===== src/rtl/core/nfs_pkg.sv =====
// Shared types and constants for the next-fit slot allocator.
// Used by nfs_ctrl, nfs_datapath and next_fit_slot_allocator; no dependencies.
`default_nettype none

package nfs_pkg;

    localparam int SLOT_IDX_W    = 6;
    localparam int CNT_W         = 7;
    localparam int STATUS_W      = 2;
    localparam int DEF_MAX_SLOTS = 64;

    localparam logic [CNT_W-1:0] SLOT_COUNT_RESET = 7'd64;

    localparam logic ACT_ACQUIRE = 1'b0;
    localparam logic ACT_RELEASE = 1'b1;

    localparam logic [STATUS_W-1:0] ST_OK    = 2'd0;
    localparam logic [STATUS_W-1:0] ST_FULL  = 2'd1;
    localparam logic [STATUS_W-1:0] ST_RANGE = 2'd2;

    typedef struct packed {
        logic                  action;
        logic [SLOT_IDX_W-1:0] slot_index;
    } req_t;

    typedef struct packed {
        logic [SLOT_IDX_W-1:0] granted_slot;
        logic [STATUS_W-1:0]   status;
        logic [CNT_W-1:0]      avail_count;
    } rsp_t;

    // controller to datapath
    typedef struct packed {
        logic clear_step;
        logic load;
        logic norm_sub;
        logic scan_init;
        logic scan_step;
        logic finish;
    } ctl_cmd_t;

    // datapath to controller
    typedef struct packed {
        logic clear_last;
        logic need_norm;
        logic last_issue;
    } ctl_sts_t;

endpackage

`default_nettype wire


===== src/rtl/core/nfs_ctrl.sv =====
// Sequencing state machine for the next-fit slot allocator.
// Depends on nfs_pkg for the command and status structs.
`default_nettype none

module nfs_ctrl (
    input  wire logic              clk,
    input  wire logic              rst_n,
    input  wire logic              start,
    output logic                   busy,
    output logic                   done,
    output nfs_pkg::ctl_cmd_t      cmd,
    input  wire nfs_pkg::ctl_sts_t sts
);
    import nfs_pkg::*;

    typedef enum logic [2:0] {
        S_CLEAR,
        S_IDLE,
        S_NORM,
        S_SCAN,
        S_DRAIN,
        S_FINISH
    } state_t;

    state_t state_reg, state_next;
    logic   busy_reg, busy_next;
    logic   done_reg, done_next;

    always_comb
    begin
        cmd        = '0;
        state_next = state_reg;
        case (state_reg)
            S_CLEAR:
            begin
                cmd.clear_step = 1'b1;
                if (sts.clear_last)
                begin
                    state_next = S_IDLE;
                end
            end
            S_IDLE:
            begin
                if (start)
                begin
                    cmd.load   = 1'b1;
                    state_next = S_NORM;
                end
            end
            S_NORM:
            begin
                // bring the start point below the slot count, then scan
                if (sts.need_norm)
                begin
                    cmd.norm_sub = 1'b1;
                end
                else
                begin
                    cmd.scan_init = 1'b1;
                    state_next    = S_SCAN;
                end
            end
            S_SCAN:
            begin
                cmd.scan_step = 1'b1;
                if (sts.last_issue)
                begin
                    state_next = S_DRAIN;
                end
            end
            S_DRAIN:
            begin
                state_next = S_FINISH;
            end
            S_FINISH:
            begin
                cmd.finish = 1'b1;
                state_next = S_IDLE;
            end
            default:
            begin
                state_next = S_IDLE;
            end
        endcase
        busy_next = (state_next != S_IDLE);
        done_next = (state_reg == S_FINISH);
    end

    always_ff @(posedge clk or negedge rst_n)
    begin
        if (!rst_n)
        begin
            state_reg <= S_CLEAR;
            busy_reg  <= 1'b1;
            done_reg  <= 1'b0;
        end
        else
        begin
            state_reg <= state_next;
            busy_reg  <= busy_next;
            done_reg  <= done_next;
        end
    end

    assign busy = busy_reg;
    assign done = done_reg;

    a_done_idle: assert property (@(posedge clk) disable iff (!rst_n)
        done_reg |-> !busy_reg)
        else $error("result strobe while busy");

    a_accept_busy: assert property (@(posedge clk) disable iff (!rst_n)
        (start && !busy_reg) |=> busy_reg)
        else $error("accepted item did not raise busy");

endmodule

`default_nettype wire


===== src/rtl/core/nfs_datapath.sv =====
// Bitmap memory, scan pointer, free counter and result register of the
// next-fit slot allocator. Depends on nfs_pkg.
`default_nettype none

module nfs_datapath #(
    parameter int MAX_SLOTS = nfs_pkg::DEF_MAX_SLOTS
) (
    input  wire logic                       clk,
    input  wire logic                       rst_n,
    input  wire logic                       cfg_we,
    input  wire logic [nfs_pkg::CNT_W-1:0]  cfg_data,
    input  wire nfs_pkg::req_t              req,
    input  wire nfs_pkg::ctl_cmd_t          cmd,
    output nfs_pkg::ctl_sts_t               sts,
    output nfs_pkg::rsp_t                   rsp
);
    import nfs_pkg::*;

    localparam int AW = $clog2(MAX_SLOTS);

    logic mem [MAX_SLOTS];

    logic [CNT_W-1:0]      slot_count_reg;
    logic [CNT_W-1:0]      hint_reg;
    logic                  action_reg;
    logic [SLOT_IDX_W-1:0] idx_reg;
    logic [CNT_W-1:0]      start_reg;
    logic [CNT_W-1:0]      ptr_reg;
    logic [CNT_W-1:0]      ptr_d_reg;
    logic [CNT_W-1:0]      issue_cnt_reg;
    logic                  rd_valid_reg;
    logic                  rd_data_reg;
    logic [CNT_W-1:0]      free_cnt_reg;
    logic                  found_reg;
    logic [CNT_W-1:0]      found_slot_reg;
    logic [AW-1:0]         clr_addr_reg;
    rsp_t                  rsp_reg;

    logic [CNT_W-1:0] n_eff;
    logic [CNT_W-1:0] n_last;
    logic             rel_ok;
    logic             grant;
    logic             wr_en;
    logic [AW-1:0]    wr_addr;
    logic             wr_data;

    always_comb
    begin
        if (slot_count_reg == '0)
        begin
            n_eff = CNT_W'(1);
        end
        else if (32'(slot_count_reg) > MAX_SLOTS)
        begin
            n_eff = CNT_W'(MAX_SLOTS);
        end
        else
        begin
            n_eff = slot_count_reg;
        end
    end

    assign n_last = n_eff - CNT_W'(1);
    assign rel_ok = (action_reg == ACT_RELEASE) && ({1'b0, idx_reg} < n_eff);
    assign grant  = (action_reg == ACT_ACQUIRE) && found_reg;

    // the scan must cover slots 0..n-1 for every item, so reduce a start point that is not below n
    assign sts.clear_last = (clr_addr_reg == AW'(MAX_SLOTS - 1));
    assign sts.need_norm  = (start_reg >= n_eff);
    assign sts.last_issue = (issue_cnt_reg == n_last);

    // single write port: clearing pass, release, or grant
    always_comb
    begin
        wr_en   = 1'b0;
        wr_addr = clr_addr_reg;
        wr_data = 1'b0;
        if (cmd.clear_step)
        begin
            wr_en = 1'b1;
        end
        else if (cmd.scan_init && rel_ok)
        begin
            wr_en   = 1'b1;
            wr_addr = AW'(idx_reg);
        end
        else if (cmd.finish && grant)
        begin
            wr_en   = 1'b1;
            wr_addr = AW'(found_slot_reg);
            wr_data = 1'b1;
        end
    end

    always_ff @(posedge clk)
    begin
        if (wr_en)
        begin
            mem[wr_addr] <= wr_data;
        end
        if (cmd.scan_step)
        begin
            rd_data_reg <= mem[AW'(ptr_reg)];
        end
    end

    always_ff @(posedge clk or negedge rst_n)
    begin
        if (!rst_n)
        begin
            slot_count_reg <= SLOT_COUNT_RESET;
            hint_reg       <= '0;
            clr_addr_reg   <= '0;
            rd_valid_reg   <= 1'b0;
            rsp_reg        <= '0;
        end
        else
        begin
            if (cfg_we)
            begin
                slot_count_reg <= cfg_data;
            end
            if (cmd.clear_step)
            begin
                clr_addr_reg <= clr_addr_reg + AW'(1);
            end
            rd_valid_reg <= cmd.scan_step;
            if (cmd.finish)
            begin
                if (grant)
                begin
                    hint_reg <= (found_slot_reg == n_last) ? '0
                                                           : found_slot_reg + CNT_W'(1);
                    rsp_reg.granted_slot <= found_slot_reg[SLOT_IDX_W-1:0];
                    rsp_reg.status       <= ST_OK;
                    rsp_reg.avail_count  <= free_cnt_reg - CNT_W'(1);
                end
                else
                begin
                    rsp_reg.granted_slot <= '0;
                    rsp_reg.avail_count  <= free_cnt_reg;
                    if (action_reg == ACT_ACQUIRE)
                    begin
                        rsp_reg.status <= ST_FULL;
                    end
                    else if (rel_ok)
                    begin
                        rsp_reg.status <= ST_OK;
                    end
                    else
                    begin
                        rsp_reg.status <= ST_RANGE;
                    end
                end
            end
        end
    end

    // item and scan registers
    always_ff @(posedge clk)
    begin
        if (cmd.load)
        begin
            action_reg <= req.action;
            idx_reg    <= req.slot_index;
            start_reg  <= hint_reg;
        end
        if (cmd.norm_sub)
        begin
            start_reg <= start_reg - n_eff;
        end
        if (cmd.scan_init)
        begin
            ptr_reg       <= start_reg;
            issue_cnt_reg <= '0;
            free_cnt_reg  <= '0;
            found_reg     <= 1'b0;
        end
        if (cmd.scan_step)
        begin
            ptr_d_reg     <= ptr_reg;
            ptr_reg       <= (ptr_reg == n_last) ? '0 : ptr_reg + CNT_W'(1);
            issue_cnt_reg <= issue_cnt_reg + CNT_W'(1);
        end
        // evaluate the bit read in the previous cycle
        if (rd_valid_reg && !rd_data_reg)
        begin
            free_cnt_reg <= free_cnt_reg + CNT_W'(1);
            if (!found_reg)
            begin
                found_reg      <= 1'b1;
                found_slot_reg <= ptr_d_reg;
            end
        end
    end

    assign rsp = rsp_reg;

    a_full_empty: assert property (@(posedge clk) disable iff (!rst_n)
        (rsp_reg.status == ST_FULL) |-> (rsp_reg.avail_count == '0))
        else $error("no free slot reported with nonzero free count");

    a_fail_zero: assert property (@(posedge clk) disable iff (!rst_n)
        (rsp_reg.status != ST_OK) |-> (rsp_reg.granted_slot == '0))
        else $error("failed item carries a slot number");

endmodule

`default_nettype wire


===== src/rtl/core/next_fit_slot_allocator.sv =====
// Top level of the next-fit slot allocator: controller plus datapath.
// Depends on nfs_pkg, nfs_ctrl and nfs_datapath.
//
// Usage: raise start with req (action, slot_index); the item transfers at
// the clock edge where start is high and busy is low. An acquire scans the
// in-use bitmap from the next-search hint for the first free slot, a release
// clears the bit of an in-range slot. Exactly one result per item appears on
// rsp, marked by done high for a single cycle; the receiver cannot stall it.
// Timing: with n the effective slot count, done follows the one-bit-per-cycle
// bitmap memory scan over all n slots, which also counts free slots. When the
// slot count was lowered below the hint, n is first subtracted from the start
// point (a copy of the hint) until it is below n. A new item may be started in
// the cycle that done is high.
// Reset: the bitmap memory is cleared one entry per cycle, all MAX_SLOTS entries,
// with busy high; the hint resets to zero and slot_count to 64.
// Configuration: slot_count is written through cfg_valid/cfg_data; cfg_ready
// is low while busy, so a write never lands on an item in flight.
`default_nettype none

module next_fit_slot_allocator #(
    parameter int MAX_SLOTS = nfs_pkg::DEF_MAX_SLOTS
) (
    input  wire logic                      clk,
    input  wire logic                      rst_n,
    input  wire logic                      start,
    input  wire nfs_pkg::req_t             req,
    output logic                           busy,
    output logic                           done,
    output nfs_pkg::rsp_t                  rsp,
    input  wire logic                      cfg_valid,
    output logic                           cfg_ready,
    input  wire logic [nfs_pkg::CNT_W-1:0] cfg_data
);
    import nfs_pkg::*;

    ctl_cmd_t cmd;
    ctl_sts_t sts;

    assign cfg_ready = !busy;

    nfs_ctrl u_ctrl (
        .clk   (clk),
        .rst_n (rst_n),
        .start (start),
        .busy  (busy),
        .done  (done),
        .cmd   (cmd),
        .sts   (sts)
    );

    nfs_datapath #(
        .MAX_SLOTS (MAX_SLOTS)
    ) u_datapath (
        .clk      (clk),
        .rst_n    (rst_n),
        .cfg_we   (cfg_valid && cfg_ready),
        .cfg_data (cfg_data),
        .req      (req),
        .cmd      (cmd),
        .sts      (sts),
        .rsp      (rsp)
    );

endmodule

`default_nettype wire

===== config.mk =====
export PLATFORM = sky130hd
export DESIGN_NAME = next_fit_slot_allocator
export DESIGN_NICKNAME = d
export VERILOG_FILES = /design/src/rtl/core/nfs_pkg.sv /design/src/rtl/core/nfs_ctrl.sv /design/src/rtl/core/nfs_datapath.sv /design/src/rtl/core/next_fit_slot_allocator.sv
export SDC_FILE = /design/constraint.sdc
export NUM_CORES = 1
export LEC_CHECK = 0
export BUFFER_PORTS_ARGS = -buffer_cell sky130_fd_sc_hd__buf_2
export CORE_MARGIN = 5
export CORE_UTILIZATION = 30
export DETAILED_ROUTE_END_ITERATION = 16
export PLACE_DENSITY = 0.47
export SLEW_MARGIN = 20
export SYNTH_ARGS = -nofsm -noshare
export SYNTH_HDL_FRONTEND = slang
export SYNTH_SLANG_ARGS = --single-unit

===== constraint.sdc =====
create_clock -name clk -period 4.15 [get_ports clk]
set_clock_uncertainty 0.2 [all_clocks]
set_input_delay 0.2075 -clock clk [delete_from_list [all_inputs] [get_ports clk]]
set_output_delay 0.2075 -clock clk [all_outputs]
set_load 0.01 [all_outputs]

==> results.md <==
- Die Area: 31100 um2
- Final hold violation count: 0
- Crit end category: register
- Worst EP required: 4.07 ns
- Nets@finish: 798
- Top post-synthesis cells by area: edfxtp_1 (41%), dfrtp_1 (12%), mux4_2 (5.7%), nor3_1 (3.5%), nand2_1 (3.4%)
- First-pass GRT wire length: 34500 um
- Routed Antenna Nets: 0
- Antenna Cells: 0
- Clock-pin slew on the worst setup and hold paths: 0.07 ns
- Setup ws final: 0.231 ns
- Drt pass-1 iters: 4
- Met2 wire len: 10200 um
- Worst path slowest cell: mux2_2
- Global route total overflow: 0
- Routed wire length: 21900 um
- Row count: 61
- Worst slack, placed: 0.256 ns
- #FFs+latches synth: 156
- XOR/XNOR Fraction of Synth Area: 5.48%
- Met3 WL: 764 um
- Minimum clock period: 3.92 ns
- Drt wl/cell: 19.0 um
- Leak: 3.23 nW
- Final Setup Violations: 0
- Clock root cell: clkbuf_16
- DR vias/cell: 5.06
- Peak Freq: 255 MHz
- Unrepaired setup endpoints after global routing: yes
- Crit-path max cell delay: 0.48 ns
- Initial DRC Count: 478
- Cell count after synthesis: 713
- TritonCTS clock tree: yes
- Synth cell types: 69
- Core ar.: 27600 um2
- Final HPWL from detailed placement: 14700 um
- H-tree levels: 4
- Die H: 176 um
- Top-count cell post-synth: edfxtp_1
- Ys async rst share: 26.3%
- Critical Path AT: 3.84 ns
- Synthesized cell area: 8300 um2
- Number of flops mapped to enable cells by yosys: 114
- Seq/Total Area, Yosys: 53.8%
- Max layer used: met4
- Status: finished, final reports clean
- FILL cells: 2795
- CTS max path bufs: 2
- P&R area growth vs syn: 16.6%
- Synth Flop Type: edfxtp_1
- Seq pwr share: 38.9%
- Initial core utilization: 30.1%
- Largest family of logic cells by synthesized area: simple AND/OR/NAND/NOR gates
- CP max FO: 12
- Crit path kind: reg2reg
- Syn nets: 751
- Sw Ratio: 38.9%
- Logic pwr share: 36.3%
- Core Util, Final: 35.1%
- Pwr dens: 671 nW/um2
- Synth area leader: edfxtp_1
- Relative slew slack: 18.1%
- Clk_lat worst skew: 0.43 ns
- Slew Limit Fails: 0
- Worst Path Buf+Inv: 1
- Synth Area in Compound Gates: 9.40%
- Die width: 176 um
- Int Pwr: 3.97 mW
- Clock share of power: 24.8%
- Peak supply drop: 284 uV
- Synth Area in Simple Gates: 16.3%
- Multiplexer share of the synthesized area: 8.06%
- Remaining DRCs: 0
- Post-route clock period utilization: 94.4%
- Pin count of the biggest net entering global routing: 42
- Num ports: 36
- Most frequent CP cell: a21oi_1
- Clock sinks: 156
- Worst slew pin tran: 1.23 ns
- Port buffer count: 35
- Synth top area share: 41.2%
- Post-Synth Adder-Cell Area: 3.10%
- Setup bufs post-CTS: 0
- Crit path launch type: register
- Initial antenna violation count: 0
- Sw power: 2.53 mW
- GRT Util Overall: 14.4%
- # Max-Cap Violations: 0
- Post-synth top cells: edfxtp_1 (114), nand2_1 (75), nor3_1 (58)
- Metal-1 WL: 10700 um
- Synth warn: 0
- Cell chain of the critical path: nor3_1 -> a21oi_1 -> nor2_1 -> ha_1 -> nand2b_1 -> a21oi_1 -> o32a_4 -> nor3_4 -> buf_4 -> mux2_2 -> nor4_1
- Routability cong.: 0.800
- Hold WC Path Type: in2reg
- Number of CTS-inserted buffers: 17
- Max reg flops: 64
- Vias in the first global route: 5812
- Avg Cell Area, Syn: 11.6 um2
- Layout cells sized above 1: 18.0%
- Overall via count from detail_route: 5825
- Top delay family on crit path: simple AND/OR/NAND/NOR gates
[final cells by class]
type | count | area [um2] | share of cell area, %
Sequential cell | 156 | 4470 | 46.2
Inverter | 22 | 82.6 | 0.853
Clock inverter | 14 | 156 | 1.62
Timing Repair Buffer | 76 | 526 | 5.43
Clock buffer | 18 | 429 | 4.43
Multi-Input combinational cell | 487 | 3540 | 36.6
Tap cell | 378 | 473 | 4.88
[layout by cell type (no fill, tap or decap), types with 5 or more instances in the layout]
| master | count |
|---|---|
| dlygate4sd3_1 | 16 |
| inv_1 | 21 |
| clkinvlp_4 | 5 |
| nand4_1 | 6 |
| nor2b_1 | 6 |
| inv_6 | 5 |
| o21ai_0 | 25 |
| a21oi_1 | 13 |
| xnor2_1 | 27 |
| mux4_2 | 21 |
| nor3_1 | 58 |
| and3_1 | 7 |
| nand3_1 | 20 |
| nand2b_1 | 8 |
| nor2_1 | 38 |
| mux2_2 | 9 |
| buf_4 | 26 |
| buf_2 | 34 |
| nor3b_1 | 6 |
| mux2i_1 | 5 |
| o31ai_1 | 24 |
| nor4_1 | 18 |
| dfrtp_1 | 39 |
| edfxtp_1 | 114 |
| nand2_1 | 75 |
| ha_1 | 19 |
| xor2_1 | 25 |
| a31oi_1 | 5 |
| clkbuf_16 | 17 |
[through the flow]
step | power, mW | setup TNS, ns | std cells | area, um2 | hold slack, ns
after floorplan | 4.15 | 0 | 713 | 8300 | -0.288
after global placement | 4.90 | 0 | 1103 | 8910 | 0.189
after detailed placement | 4.91 | 0 | 1103 | 8910 | 0.187
after CTS | 6.54 | 0 | 1151 | 9650 | 0.0785
after global routing | 6.90 | -0.0331 | 1151 | 9680 | 0.143
final | 6.50 | 0 | 1151 | 9680 | 0.0901
[worst reg2reg max path: stages (launching register included)]
cell and delay (ns):
dfrtp_1 0.44, nor3_1 0.28, a21oi_1 0.20, nor2_1 0.17
ha_1 0.21, nand2b_1 0.14, a21oi_1 0.13, o32a_4 0.45
nor3_4 0.35, buf_4 0.24, mux2_2 0.48, nor4_1 0.32
[kinds of logic after synthesis]
family / Yosys count
buffers and inverters: 70
multiplexers: 39
flip-flops: 156
AO/OA/AOI/OAI: 107
XOR/XNOR: 52
adder cells (fa/ha/maj): 20
AND/OR/NAND/NOR: 269
[metal layers]
| metal | GRT usage [%] | vias to the layer above |
|---|---|---|
| li1 | - | 2767 |
| met1 | 20.6 | 2926 |
| met2 | 22.8 | 114 |
| met3 | 2.51 | 18 |
| met4 | 3.35 | 0 |
| met5 | 0 | - |
[power groups by stage]
stage	registers (mW)	clock network (mW)	logic (mW)
global route	2.58	1.71	2.61
floorplan	2.31	0	1.84
finish	2.53	1.61	2.36
detailed placement	2.56	0	2.35
global placement	2.56	0	2.34
CTS	2.53	1.64	2.37
[final timing paths]
kind | endpoint | startpoint | cells after the start | slack (ns)
max | u_datapath.mem[31] | u_datapath.slot_count_reg[1] | 11 | 0.23
min | u_datapath.slot_count_reg[6] | cfg_valid | 4 | 0.09
max reg2reg | u_datapath.mem[31] | u_datapath.slot_count_reg[1] | 11 | 0.23
min reg2reg | u_datapath.found_slot_reg[1] | u_datapath.ptr_d_reg[1] | 0 | 0.22
max in group asynchronous | u_datapath.hint_reg[5] | rst_n | 2 | 3.23
min in group asynchronous | u_datapath.rsp[5] | rst_n | 2 | 0.12
[timing repair]
action	4_1_cts	5_1_grt
hold buffers	16	0
hold endpoints to repair	56	0
gates resized for setup	0	5
endpoints found under the setup margin	0	3
No activity file was read; power rests on OpenSTA's default activity.
